## src/sv/cie_pkg.sv

```systemverilog
package cie_pkg;

    localparam int MAX_VALUE_BYTES = 8;
    localparam int STREAM_W        = 72;
    localparam int LEN_W           = 7;

    localparam logic MODE_ENCODE = 1'b0;
    localparam logic MODE_FLUSH  = 1'b1;

    typedef struct packed {
        logic                flush;
        logic [STREAM_W-1:0] bits;
        logic [LEN_W-1:0]    len;
    } cie_item_t;

    typedef enum logic {
        BK_IDLE,
        BK_RUN
    } cie_back_state_t;

endpackage

```

## src/sv/compressed_int_bit_encoder.sv

```systemverilog
// Channel  | Handshake            | Payload
// ---------+----------------------+--------------------------------------------
// input    | in_valid / in_ready  | mode, value, size_bytes, is_signed
// output   | out_valid / out_ready| out_byte, last_of_item, end_of_stream
//
// An encode item codes to at most 65 bits; the back end sends one byte a cycle
// while out_ready is high. Per item it loads the item from the queue, sends each
// completed byte and then carries the leftover bits. A flush item sends any
// carried bits as one zero-padded byte. The queue of QUEUE_DEPTH items lets input
// transfers continue while the output is stalled. Reset clears the carried bits.
module compressed_int_bit_encoder
    import cie_pkg::*;
#(
    parameter int QUEUE_DEPTH = 2
)
(
    input  logic        clk,
    input  logic        rst_n,
    input  logic        in_valid,
    output logic        in_ready,
    input  logic        mode,
    input  logic [63:0] value,
    input  logic [3:0]  size_bytes,
    input  logic        is_signed,
    output logic        out_valid,
    input  logic        out_ready,
    output logic [7:0]  out_byte,
    output logic        last_of_item,
    output logic        end_of_stream
);

    cie_item_t front_item;
    cie_item_t q_data;
    logic      q_valid;
    logic      q_ready;

    cie_front u_front
    (
        .mode       (mode),
        .value      (value),
        .size_bytes (size_bytes),
        .is_signed  (is_signed),
        .item       (front_item)
    );

    cie_queue #(
        .DEPTH (QUEUE_DEPTH)
    ) u_queue
    (
        .clk      (clk),
        .rst_n    (rst_n),
        .wr_valid (in_valid),
        .wr_ready (in_ready),
        .wr_data  (front_item),
        .rd_valid (q_valid),
        .rd_ready (q_ready),
        .rd_data  (q_data)
    );

    cie_back u_back
    (
        .clk           (clk),
        .rst_n         (rst_n),
        .q_valid       (q_valid),
        .q_ready       (q_ready),
        .q_data        (q_data),
        .out_valid     (out_valid),
        .out_ready     (out_ready),
        .out_byte      (out_byte),
        .last_of_item  (last_of_item),
        .end_of_stream (end_of_stream)
    );

endmodule

```

## src/sv/cie_front.sv

```systemverilog
module cie_front
    import cie_pkg::*;
(
    input  logic        mode,
    input  logic [63:0] value,
    input  logic [3:0]  size_bytes,
    input  logic        is_signed,
    output cie_item_t   item
);

    // The coded bits of one item are built left aligned, first bit in the top position.
    always_comb
    begin
        logic [3:0] sz;
        logic [2:0] k;
        logic [2:0] j;
        logic [2:0] ones;
        logic [3:0] hlen;
        logic [7:0] fill;
        logic [63:0] swapped;
        logic [8:0] tail;
        logic found;
        logic nib;

        if (size_bytes == 4'd0)
        begin
            sz = 4'd1;
        end
        else if (size_bytes > 4'(MAX_VALUE_BYTES))
        begin
            sz = 4'(MAX_VALUE_BYTES);
        end
        else
        begin
            sz = size_bytes;
        end
        k    = 3'(sz - 4'd1);
        fill = {8{is_signed}};

        for (int i = 0; i < 8; i++)
        begin
            swapped[63 - 8 * i -: 8] = value[8 * i +: 8];
        end

        j     = 3'd0;
        found = 1'b0;
        for (int i = 1; i < 8; i++)
        begin
            if (3'(i) <= k && value[8 * i +: 8] != fill)
            begin
                j     = 3'(i);
                found = 1'b1;
            end
        end

        ones = k - j;
        hlen = {1'b0, ones} + 4'd1;
        nib  = (value[7:4] == fill[7:4]);
        tail = nib ? {1'b1, value[3:0], 4'b0000} : {1'b0, value[7:0]};

        item.flush = (mode == MODE_FLUSH);
        if (mode == MODE_FLUSH)
        begin
            item.bits = '0;
            item.len  = '0;
        end
        else if (found)
        begin
            item.bits = {~(8'hFF >> ones), 64'b0} | ({swapped, 8'b0} >> hlen);
            item.len  = 7'(hlen) + 7'({j, 3'b000}) + 7'd8;
        end
        else
        begin
            item.bits = {~(8'hFF >> k), 64'b0} | ({tail, 63'b0} >> k);
            item.len  = 7'(k) + 7'd1 + (nib ? 7'd4 : 7'd8);
        end
    end

endmodule

```

## src/sv/cie_queue.sv

```systemverilog
module cie_queue
    import cie_pkg::*;
#(
    parameter int DEPTH = 2
)
(
    input  logic      clk,
    input  logic      rst_n,
    input  logic      wr_valid,
    output logic      wr_ready,
    input  cie_item_t wr_data,
    output logic      rd_valid,
    input  logic      rd_ready,
    output cie_item_t rd_data
);

    localparam int PTR_W = (DEPTH > 1) ? $clog2(DEPTH) : 1;
    localparam int CNT_W = $clog2(DEPTH + 1);

    cie_item_t        entry_reg [DEPTH];
    logic [PTR_W-1:0] wr_ptr_reg;
    logic [PTR_W-1:0] wr_ptr_next;
    logic [PTR_W-1:0] rd_ptr_reg;
    logic [PTR_W-1:0] rd_ptr_next;
    logic [CNT_W-1:0] count_reg;
    logic [CNT_W-1:0] count_next;
    logic             push;
    logic             pop;

    assign wr_ready = (count_reg != CNT_W'(DEPTH));
    assign rd_valid = (count_reg != '0);
    assign rd_data  = entry_reg[rd_ptr_reg];
    assign push     = wr_valid && wr_ready;
    assign pop      = rd_valid && rd_ready;

    always_comb
    begin
        wr_ptr_next = wr_ptr_reg;
        rd_ptr_next = rd_ptr_reg;
        count_next  = count_reg;
        if (push)
        begin
            wr_ptr_next = (wr_ptr_reg == PTR_W'(DEPTH - 1)) ? '0 : wr_ptr_reg + PTR_W'(1);
        end
        if (pop)
        begin
            rd_ptr_next = (rd_ptr_reg == PTR_W'(DEPTH - 1)) ? '0 : rd_ptr_reg + PTR_W'(1);
        end
        if (push && !pop)
        begin
            count_next = count_reg + CNT_W'(1);
        end
        else if (pop && !push)
        begin
            count_next = count_reg - CNT_W'(1);
        end
    end

    always_ff @(posedge clk or negedge rst_n)
    begin
        if (!rst_n)
        begin
            wr_ptr_reg <= '0;
            rd_ptr_reg <= '0;
            count_reg  <= '0;
        end
        else
        begin
            wr_ptr_reg <= wr_ptr_next;
            rd_ptr_reg <= rd_ptr_next;
            count_reg  <= count_next;
        end
    end

    always_ff @(posedge clk)
    begin
        if (push)
        begin
            entry_reg[wr_ptr_reg] <= wr_data;
        end
    end

endmodule

```

## src/sv/cie_back.sv

```systemverilog
module cie_back
    import cie_pkg::*;
(
    input  logic       clk,
    input  logic       rst_n,
    input  logic       q_valid,
    output logic       q_ready,
    input  cie_item_t  q_data,
    output logic       out_valid,
    input  logic       out_ready,
    output logic [7:0] out_byte,
    output logic       last_of_item,
    output logic       end_of_stream
);

    cie_back_state_t     state_reg;
    cie_back_state_t     state_next;
    logic [STREAM_W-1:0] sh_reg;
    logic [STREAM_W-1:0] sh_next;
    logic [LEN_W-1:0]    rem_reg;
    logic [LEN_W-1:0]    rem_next;
    logic                flush_reg;
    logic                flush_next;
    logic [6:0]          pend_reg;
    logic [6:0]          pend_next;
    logic [2:0]          pcnt_reg;
    logic [2:0]          pcnt_next;
    logic                out_valid_reg;
    logic                out_valid_next;
    logic [7:0]          out_byte_reg;
    logic [7:0]          out_byte_next;
    logic                last_reg;
    logic                last_next;
    logic                eos_reg;
    logic                eos_next;

    logic [7:0]          pend8;
    logic [3:0]          take;
    logic [7:0]          avail;
    logic [7:0]          pend_al;
    logic                will_emit;
    logic                can_emit;
    logic                step;
    logic                done;

    assign pend8     = {1'b0, pend_reg};
    assign take      = 4'd8 - {1'b0, pcnt_reg};
    assign avail     = {5'b0, pcnt_reg} + {1'b0, rem_reg};
    assign pend_al   = pend8 << take;
    assign will_emit = flush_reg ? (pcnt_reg != 3'd0) : (avail >= 8'd8);
    assign can_emit  = !out_valid_reg || out_ready;
    assign step      = (state_reg == BK_RUN) && (!will_emit || can_emit);
    assign done      = step && (flush_reg || !will_emit);

    assign q_ready       = (state_reg == BK_IDLE);
    assign out_valid     = out_valid_reg;
    assign out_byte      = out_byte_reg;
    assign last_of_item  = last_reg;
    assign end_of_stream = eos_reg;

    always_comb
    begin
        state_next = state_reg;
        case (state_reg)
            BK_IDLE:
            begin
                if (q_valid)
                begin
                    state_next = BK_RUN;
                end
            end
            BK_RUN:
            begin
                if (done)
                begin
                    state_next = BK_IDLE;
                end
            end
            default:
            begin
                state_next = BK_IDLE;
            end
        endcase
    end

    always_comb
    begin
        sh_next        = sh_reg;
        rem_next       = rem_reg;
        flush_next     = flush_reg;
        pend_next      = pend_reg;
        pcnt_next      = pcnt_reg;
        out_valid_next = out_valid_reg;
        out_byte_next  = out_byte_reg;
        last_next      = last_reg;
        eos_next       = eos_reg;

        if (out_valid_reg && out_ready)
        begin
            out_valid_next = 1'b0;
        end

        if (state_reg == BK_IDLE && q_valid)
        begin
            sh_next    = q_data.bits;
            rem_next   = q_data.len;
            flush_next = q_data.flush;
        end

        if (step)
        begin
            if (flush_reg)
            begin
                if (will_emit)
                begin
                    out_valid_next = 1'b1;
                    out_byte_next  = pend_al;
                    last_next      = 1'b1;
                    eos_next       = 1'b1;
                end
                pend_next = '0;
                pcnt_next = '0;
            end
            else if (will_emit)
            begin
                out_valid_next = 1'b1;
                out_byte_next  = pend_al | (sh_reg[STREAM_W-1 -: 8] >> pcnt_reg);
                last_next      = (avail < 8'd16);
                eos_next       = 1'b0;
                sh_next        = sh_reg << take;
                rem_next       = rem_reg - 7'(take);
                pend_next      = '0;
                pcnt_next      = '0;
            end
            else
            begin
                // Fewer than eight bits remain, so they join the carried bits.
                pend_next = 7'((pend8 << rem_reg[2:0])
                          | (sh_reg[STREAM_W-1 -: 8] >> (4'd8 - {1'b0, rem_reg[2:0]})));
                pcnt_next = pcnt_reg + rem_reg[2:0];
            end
        end
    end

    always_ff @(posedge clk or negedge rst_n)
    begin
        if (!rst_n)
        begin
            state_reg     <= BK_IDLE;
            pend_reg      <= '0;
            pcnt_reg      <= '0;
            out_valid_reg <= 1'b0;
        end
        else
        begin
            state_reg     <= state_next;
            pend_reg      <= pend_next;
            pcnt_reg      <= pcnt_next;
            out_valid_reg <= out_valid_next;
        end
    end

    always_ff @(posedge clk)
    begin
        sh_reg       <= sh_next;
        rem_reg      <= rem_next;
        flush_reg    <= flush_next;
        out_byte_reg <= out_byte_next;
        last_reg     <= last_next;
        eos_reg      <= eos_next;
    end

endmodule

```

## config.mk

```make
export PLATFORM = sky130hd
export DESIGN_NAME = compressed_int_bit_encoder
export DESIGN_NICKNAME = d
export VERILOG_FILES = /design/src/sv/cie_pkg.sv /design/src/sv/compressed_int_bit_encoder.sv /design/src/sv/cie_front.sv /design/src/sv/cie_queue.sv /design/src/sv/cie_back.sv
export SDC_FILE = /design/constraint.sdc
export NUM_CORES = 1
export LEC_CHECK = 0
export ABC_AREA = 0
export BUFFER_PORTS_ARGS = -buffer_cell sky130_fd_sc_hd__buf_2
export CORE_UTILIZATION = 40
export CTS_CLUSTER_DIAMETER = 50
export DETAILED_ROUTE_END_ITERATION = 8
export MAX_ROUTING_LAYER = met4
export PLACE_DENSITY = 0.55
export SKIP_CTS_REPAIR_TIMING = 1
export SLEW_MARGIN = 15
export SYNTH_ARGS = -nofsm -noshare
export SYNTH_HDL_FRONTEND = slang
export SYNTH_SLANG_ARGS = --single-unit
```

## constraint.sdc

```tcl
create_clock -name clk -period 5.5 [get_ports clk]
set_clock_uncertainty 0.15 [all_clocks]
set_input_delay 1.1 -clock clk [delete_from_list [all_inputs] [get_ports clk]]
set_output_delay 1.1 -clock clk [all_outputs]
set_load 0.05 [all_outputs]
```

==> results.sh, run 1 <==
export IMPL_yosysUniqueCellTypes=72
export IMPL_clock_path_buffers=3
export IMPL_h_tree_depth=2
export IMPL_largest_reg_flops=160
export IMPL_synth_edf_count=173
export IMPL_cts_num_sinks=266
export IMPL_ys_warn_count=0
export IMPL_status="complete, no violations"
export IMPL_die_area_um2=45700
export IMPL_die_y_um=214
export IMPL_numCtsBuffers=34
export IMPL_r2r_end="u_back.sh_reg[14]"
export IMPL_max_freq_mhz=198
export IMPL_rows=77
export IMPL_r2r_cells=9
export IMPL_crit_arrival_ns=5.28
export IMPL_crit_type="in -> reg"
export IMPL_finalCriticalPeriod_ns=5.05
export IMPL_syn_to_final_growth_pct=14.0
export IMPL_crit_path_end_kind="register"
export IMPL_drive_gt1_frac=0.203
export IMPL_start_kind="input pin"
export IMPL_setup_viol_count_final=0
export IMPL_worst_pin_slew_ns=1.05
export IMPL_max_cap_violations=0
export IMPL_clockRootBuffer="clkbuf_16"
export IMPL_p_leak_nw=7.51
export IMPL_synth_net_count=1907
export IMPL_final_nets=1957
export IMPL_grt_max_degree=142
export IMPL_synth_area_per_cell_um2=9.92
export IMPL_timing_final_hold_violations=0
export IMPL_start_util=0.406
export IMPL_dpl_hpwl_um=36100
export IMPL_die_w_um=214
export IMPL_p_per_area_nw_per_um2=566
export IMPL_core_um2=44200
export IMPL_antenna_left=0
export IMPL_r2r_slack_ns=1.23
export IMPL_netlist_instances=1811
export IMPL_cts_tree="done"
export IMPL_peakVddDrop_mv=0.294
export IMPL_hp_class="in -> async"
export IMPL_globalplace_congestion=0.949
export IMPL_grt_pass1_wl_um=78500
export IMPL_portBuffers=85
export IMPL_fillCellCount=4166
export IMPL_ys_seq_area_frac=0.397
export IMPL_period_share=0.919
export IMPL_routed_wl_um=50600
export IMPL_antenna_found_initial=0
export IMPL_worstPathRequired_ns=5.73
export IMPL_grt_pass1_vias=13583
export IMPL_max_slew_margin_rel=0.299
export IMPL_grt_util_all_layers=0.228
export IMPL_clk_latency_ns=0.52
export IMPL_crit_fanout=24
export IMPL_r2r_start="u_back.pcnt_reg[0]"
export IMPL_netlist_area_um2=18000
export IMPL_async_flop_share=0.0602
export IMPL_setup_tns_final_ns=0
export IMPL_ys_flop_type="edfxtp_1"
export IMPL_drc=0
export IMPL_rsz0062_at_grt="no"
export IMPL_cts_clk_slew_worst_paths_ns=0.06
export IMPL_viasPerCell=5.88
export IMPL_drtPass1Iterations=5
export IMPL_grt_overflow=0
export IMPL_post_route_util=0.463
export IMPL_drtIter0Drc=1327
export IMPL_ys_ff_latch=266
export IMPL_ios=86
export IMPL_slew_violations=0
export IMPL_via_count=14562
export IMPL_wl_per_cell_um=20.4
metrics by stage:
| step | hold slack [ns] | instances | cell area [um^2] | power (W) | setup slack, ns |
|---|---|---|---|---|---|
| finish | 0.357 | 2476 | 20500 | 0.0116 | 0.447 |
| CTS | 0.351 | 2474 | 20400 | 0.0116 | 0.501 |
| global placement | 0.329 | 2416 | 19300 | 0.00930 | 0.0496 |
| floorplan | 0.311 | 1811 | 18000 | 0.00768 | 0.0236 |
| detailed placement | 0.344 | 2416 | 19300 | 0.00937 | -0.0263 |
| global route | 0.374 | 2475 | 20500 | 0.0124 | 0.142 |
routing by layer:
layer / GRT usage / part of all wire / vias to the layer above
li1: - / - / 6903
met1: 0.335 / 0.48 / 7137
met2: 0.337 / 0.45 / 460
met3: 0.0227 / 0.048 / 62
met4: 0.0554 / 0.019 / 0
met5: - / 0 / -
cells in the final DEF (no fill, tap or decap), types with 18 or more instances in the layout:
master     synthesis  final
nand2_1          319    319
edfxtp_1         173    173
mux2i_1          171    171
a21oi_1          165    164
nor2_1           122    121
mux4_2           121    121
o21ai_0          106    106
buf_2             12     85
nand3_1           84     84
dfxtp_1           77     77
buf_4              1     71
clkbuf_16          0     37
nor3_1            26     25
inv_1             20     20
a211oi_1          19     19
mux2_2            18     18
area by class of cell:
| cell class | instances | area, um^2 | share of cell area |
|---|---|---|---|
| timing repair buffer | 164 | 1120 | 0.0546 |
| sequential | 266 | 7140 | 0.349 |
| inverter | 29 | 109 | 0.00532 |
| clock buffer | 42 | 945 | 0.0461 |
| clock inverter | 16 | 191 | 0.00935 |
| multi-input combinational | 1366 | 10200 | 0.499 |
| tap | 592 | 741 | 0.0362 |
| antenna | 1 | 2.50 | 0.000122 |
worst max-delay path, cell delays in order:
cell,delay (ns)
buf_2,0.10
o21ba_2,0.21
nor2_1,0.19
inv_2,0.06
ha_1,0.23
buf_4,0.18
xnor2_1,0.21
a21oi_1,0.10
o311a_1,0.31
a211oi_1,0.22
o21ba_2,0.20
inv_1,0.07
ha_4,0.15
fa_2,0.33
xnor2_1,0.41
xor2_4,0.12
inv_2,0.34
nand2_1,0.16
a311oi_1,0.39
buf_4,0.18
power by group:
| group | internal, W | total (W) | switching, W |
|---|---|---|---|
| Sequential | 0.00302 | 0.00369 | 0.000663 |
| Clock | 0.00137 | 0.00224 | 0.000862 |
| Combinational | 0.00229 | 0.00567 | 0.00338 |
kinds of logic (layout without fill, tap and decap cells):
logic type	count (synthesis)	in the layout	synth area share
adders and majority gates	22	22	0.0170
and+or+nand+nor	621	621	0.150
muxes	311	311	0.259
DFF	266	266	0.397
xor gates and xnor gates	14	14	0.00725
buffers and inverters	179	251	0.0385
other	0	1	0
AOI/OAI and AO/OA	398	398	0.131
synthesized netlist by cell type, types with 5 or more instances:
master	count	area share
a31oi_1	17	0.0059
a21oi_1	165	0.046
o21ai_0	106	0.030
mux2i_1	171	0.095
mux4_2	121	0.15
a22o_1	7	0.0034
nand3_1	84	0.023
edfxtp_1	173	0.29
o21a_1	5	0.0021
dfrtp_1	16	0.022
o22ai_1	7	0.0024
nor3_1	26	0.0072
clkinv_1	5	0.0010
o211ai_1	11	0.0046
buf_1	31	0.0065
nor4_1	11	0.0038
ha_1	18	0.013
xnor2_1	8	0.0039
clkbuf_1	105	0.022
and3_1	5	0.0017
nor2b_1	13	0.0045
a21o_1	8	0.0033
nor2_1	122	0.025
xor2_1	5	0.0024
buf_2	12	0.0033
nand2_1	319	0.067
dfxtp_1	77	0.086
or3_1	9	0.0031
a311oi_1	10	0.0049
nand4_1	10	0.0035
mux2_2	18	0.011
o32ai_1	6	0.0029
a211oi_1	19	0.0079
inv_1	20	0.0042
worst max-delay path by stage:
stage                                           to          start  slack [ns]  cells past startpoint
after floorplan            u_queue.entry_reg[0][2]  size_bytes[2]        0.02                     21
after global placement    u_queue.entry_reg[0][70]  size_bytes[1]        0.05                     19
after detailed placement  u_queue.entry_reg[0][36]  size_bytes[1]       -0.03                     20
after CTS                 u_queue.entry_reg[1][36]  size_bytes[1]        0.50                     20
after global routing      u_queue.entry_reg[1][69]  size_bytes[1]        0.14                     20
final                     u_queue.entry_reg[0][69]  size_bytes[1]        0.45                     20
Note: power is estimated with default switching activity, not from simulation.
==> inputs of run 2 (changes only) <==
--- a/config.mk
+++ b/config.mk
@@ -12,6 +12,7 @@
 export DETAILED_ROUTE_END_ITERATION = 8
 export MAX_ROUTING_LAYER = met4
 export PLACE_DENSITY = 0.55
+export RECOVER_POWER = 25
 export SKIP_CTS_REPAIR_TIMING = 1
 export SLEW_MARGIN = 15
 export SYNTH_ARGS = -nofsm -noshare
==> run 2 against run 1 <==
Compared with the run above:
- the flow now finishes with violations (capacitance limit, slew limit)
- register-to-register slack got worse by 0.59 ns
- clock-buffer cell count is the same
- via count grew 0.13%
- clock power barely moved
- power increased by 0.31%
- critical path depth unchanged
- combinational power is essentially flat
- die area did not move
- critical path type unchanged
- largest power group unchanged
==> results.sh, run 2 (synthesized netlist as in run 1, its figures left out) <==
export IMPL_hold_ws_ns=0.346
export IMPL_globalplace_congestion=0.949
export IMPL_grt_util_all_layers=0.228
export IMPL_r2r_start="u_queue.count_reg[0]"
export IMPL_grt_overflow=0
export IMPL_period_share=0.914
export IMPL_grt_max_degree=142
export IMPL_core_um2=44200
export IMPL_slew_violations=223
export IMPL_slowest_delay_ns=0.42
export IMPL_cts_tree="done"
export IMPL_finalCriticalPeriod_ns=5.03
export IMPL_start_util=0.406
export IMPL_p_leak_nw=7.47
export IMPL_drtIter0Drc=1370
export IMPL_numCtsBuffers=34
export IMPL_viasPerCell=5.89
export IMPL_path_common_cell="buf_4"
export IMPL_antenna_left=0
export IMPL_worstPathRequired_ns=5.73
export IMPL_drive_gt1_frac=0.193
export IMPL_start_kind="input pin"
export IMPL_crit_start="size_bytes[1]"
export IMPL_final_cell_mix="319 x nand2_1, 173 x edfxtp_1, 171 x mux2i_1"
export IMPL_crit_type="in -> reg"
export IMPL_die_w_um=214
export IMPL_min_delay_start="u_queue.wr_ptr_reg"
export IMPL_peakVddDrop_mv=0.296
export IMPL_grt_pass1_wl_um=78500
export IMPL_rows=77
export IMPL_syn_to_final_growth_pct=13.8
export IMPL_h_tree_depth=2
export IMPL_wl_met2_um=22900
export IMPL_drtPass1Iterations=6
export IMPL_max_slew_margin_rel=-1.14
export IMPL_cts_clk_slew_worst_paths_ns=0.06
export IMPL_highest_layer="met4"
export IMPL_placed_area_um2=19300
export IMPL_fin_area_um2=20400
export IMPL_status="finished with violations"
export IMPL_power_w=0.0116
export IMPL_clk_latency_ns=0.52
export IMPL_clockRootBuffer="clkbuf_16"
export IMPL_portBuffers=85
export IMPL_via_count=14581
export IMPL_placement_setup_worst_slack_ns=-0.0263
export IMPL_routedLengthMet1_um=24200
export IMPL_max_freq_mhz=199
export IMPL_ios=86
export IMPL_final_nets=1957
export IMPL_hp_class="reg -> reg"
export IMPL_route_met3_wl_um=2490
export IMPL_largest_reg_flops=160
export IMPL_worst_pin_slew_ns=3.21
export IMPL_antenna_found_initial=0
export IMPL_routed_wl_um=50600
export IMPL_max_cap_violations=4
export IMPL_slowest_stage="a311oi_1"
export IMPL_wl_per_cell_um=20.4
export IMPL_clock_path_buffers=3
export IMPL_crit_arrival_ns=5.25
export IMPL_fin_ws_ns=0.471
export IMPL_crit_fanout=21
export IMPL_die_area_um2=45700
export IMPL_violations="capacitance limit, slew limit"
export IMPL_crit_path_end_kind="register"
export IMPL_grt_pass1_vias=13583
export IMPL_timing_final_hold_violations=0
export IMPL_p_per_area_nw_per_um2=569
export IMPL_setup_viol_count_final=0
export IMPL_rsz0062_at_grt="no"
export IMPL_cp_cell_sequence="buf_2, o21ba_2, nor2_1, inv_2, ha_1, buf_4, xnor2_1, a21oi_1, o311a_1, a211oi_1, o21ba_2, inv_1, ha_4, fa_2, xnor2_1, xor2_4, buf_4, nand2b_1, a311oi_1, buf_4"
export IMPL_dpl_hpwl_um=36100
export IMPL_cts_num_sinks=266
export IMPL_drc=0
export IMPL_final_common_cell="nand2_1"
export IMPL_die_y_um=214
==> run 2: cell count changes in the layout (fill, tap and decap cells not counted) <==
cell / previous run / this run
clkbuf_1: 5 / 20
buf_2: 85 / 71
and3_1: 4 / 5
and3_4: 1 / 0
buf_4: 71 / 70
dfrtp_1: 14 / 15
dfrtp_4: 2 / 1
nor2_1: 121 / 122
nor2_4: 1 / 0
or2_1: 0 / 1
or2_4: 1 / 0
==> run 2: path summary, 6_finish.rpt <==
path	slack, ns	cells after the start	endpoint
worst max-delay path	0.47	20	u_queue.entry_reg[0][70]
worst min-delay path	0.35	1	u_queue.wr_ptr_reg
worst max register to register	0.64	6	u_back.rem_reg[5]
worst min register to register	0.35	1	u_queue.wr_ptr_reg
max in group asynchronous	3.91	1	u_back.pcnt_reg[0]
min in group asynchronous	0.58	1	u_back.pend_reg[5]
==> run 2: area by class of cell <==
class                      count  area, um^2
clock inverter                16         191
inverter                      29         109
fill                        4180       23800
tap                          592         741
multi-input combinational   1366       10200
timing repair buffer         164        1100
sequential                   266        7140
antenna                        1        2.50
clock buffer                  42         945
==> run 2: per-layer routing <==
layer,global-route usage,vias to the layer above
met5,-,-
met3,0.0227,65
li1,-,6905
met2,0.337,451
met4,0.0554,0
met1,0.335,7160
==> run 2: power breakdown <==
| group | switching [W] | internal [W] |
|---|---|---|
| combinational | 0.00338 | 0.00232 |
| clock | 0.000859 | 0.00137 |
| sequential | 0.000661 | 0.00303 |
==> run 2: worst max-delay path, delay by kind of cell <==
family | cells | cell delay, ns
AO/OA/AOI/OAI | 6 | 1.45
adder cells (fa/ha/maj) | 3 | 0.71
buffers and inverters | 6 | 0.88
XOR/XNOR | 3 | 0.80
AND/OR/NAND/NOR | 2 | 0.29
==> run 2: through the flow <==
step	util	setup TNS [ns]	cells
final	0.462	0	2476
after global routing	0.462	0	2475
after CTS	0.462	0	2474
after detailed placement	0.437	-0.0597	2416
after global placement	0.437	0	2416
after floorplan	-	0	1811
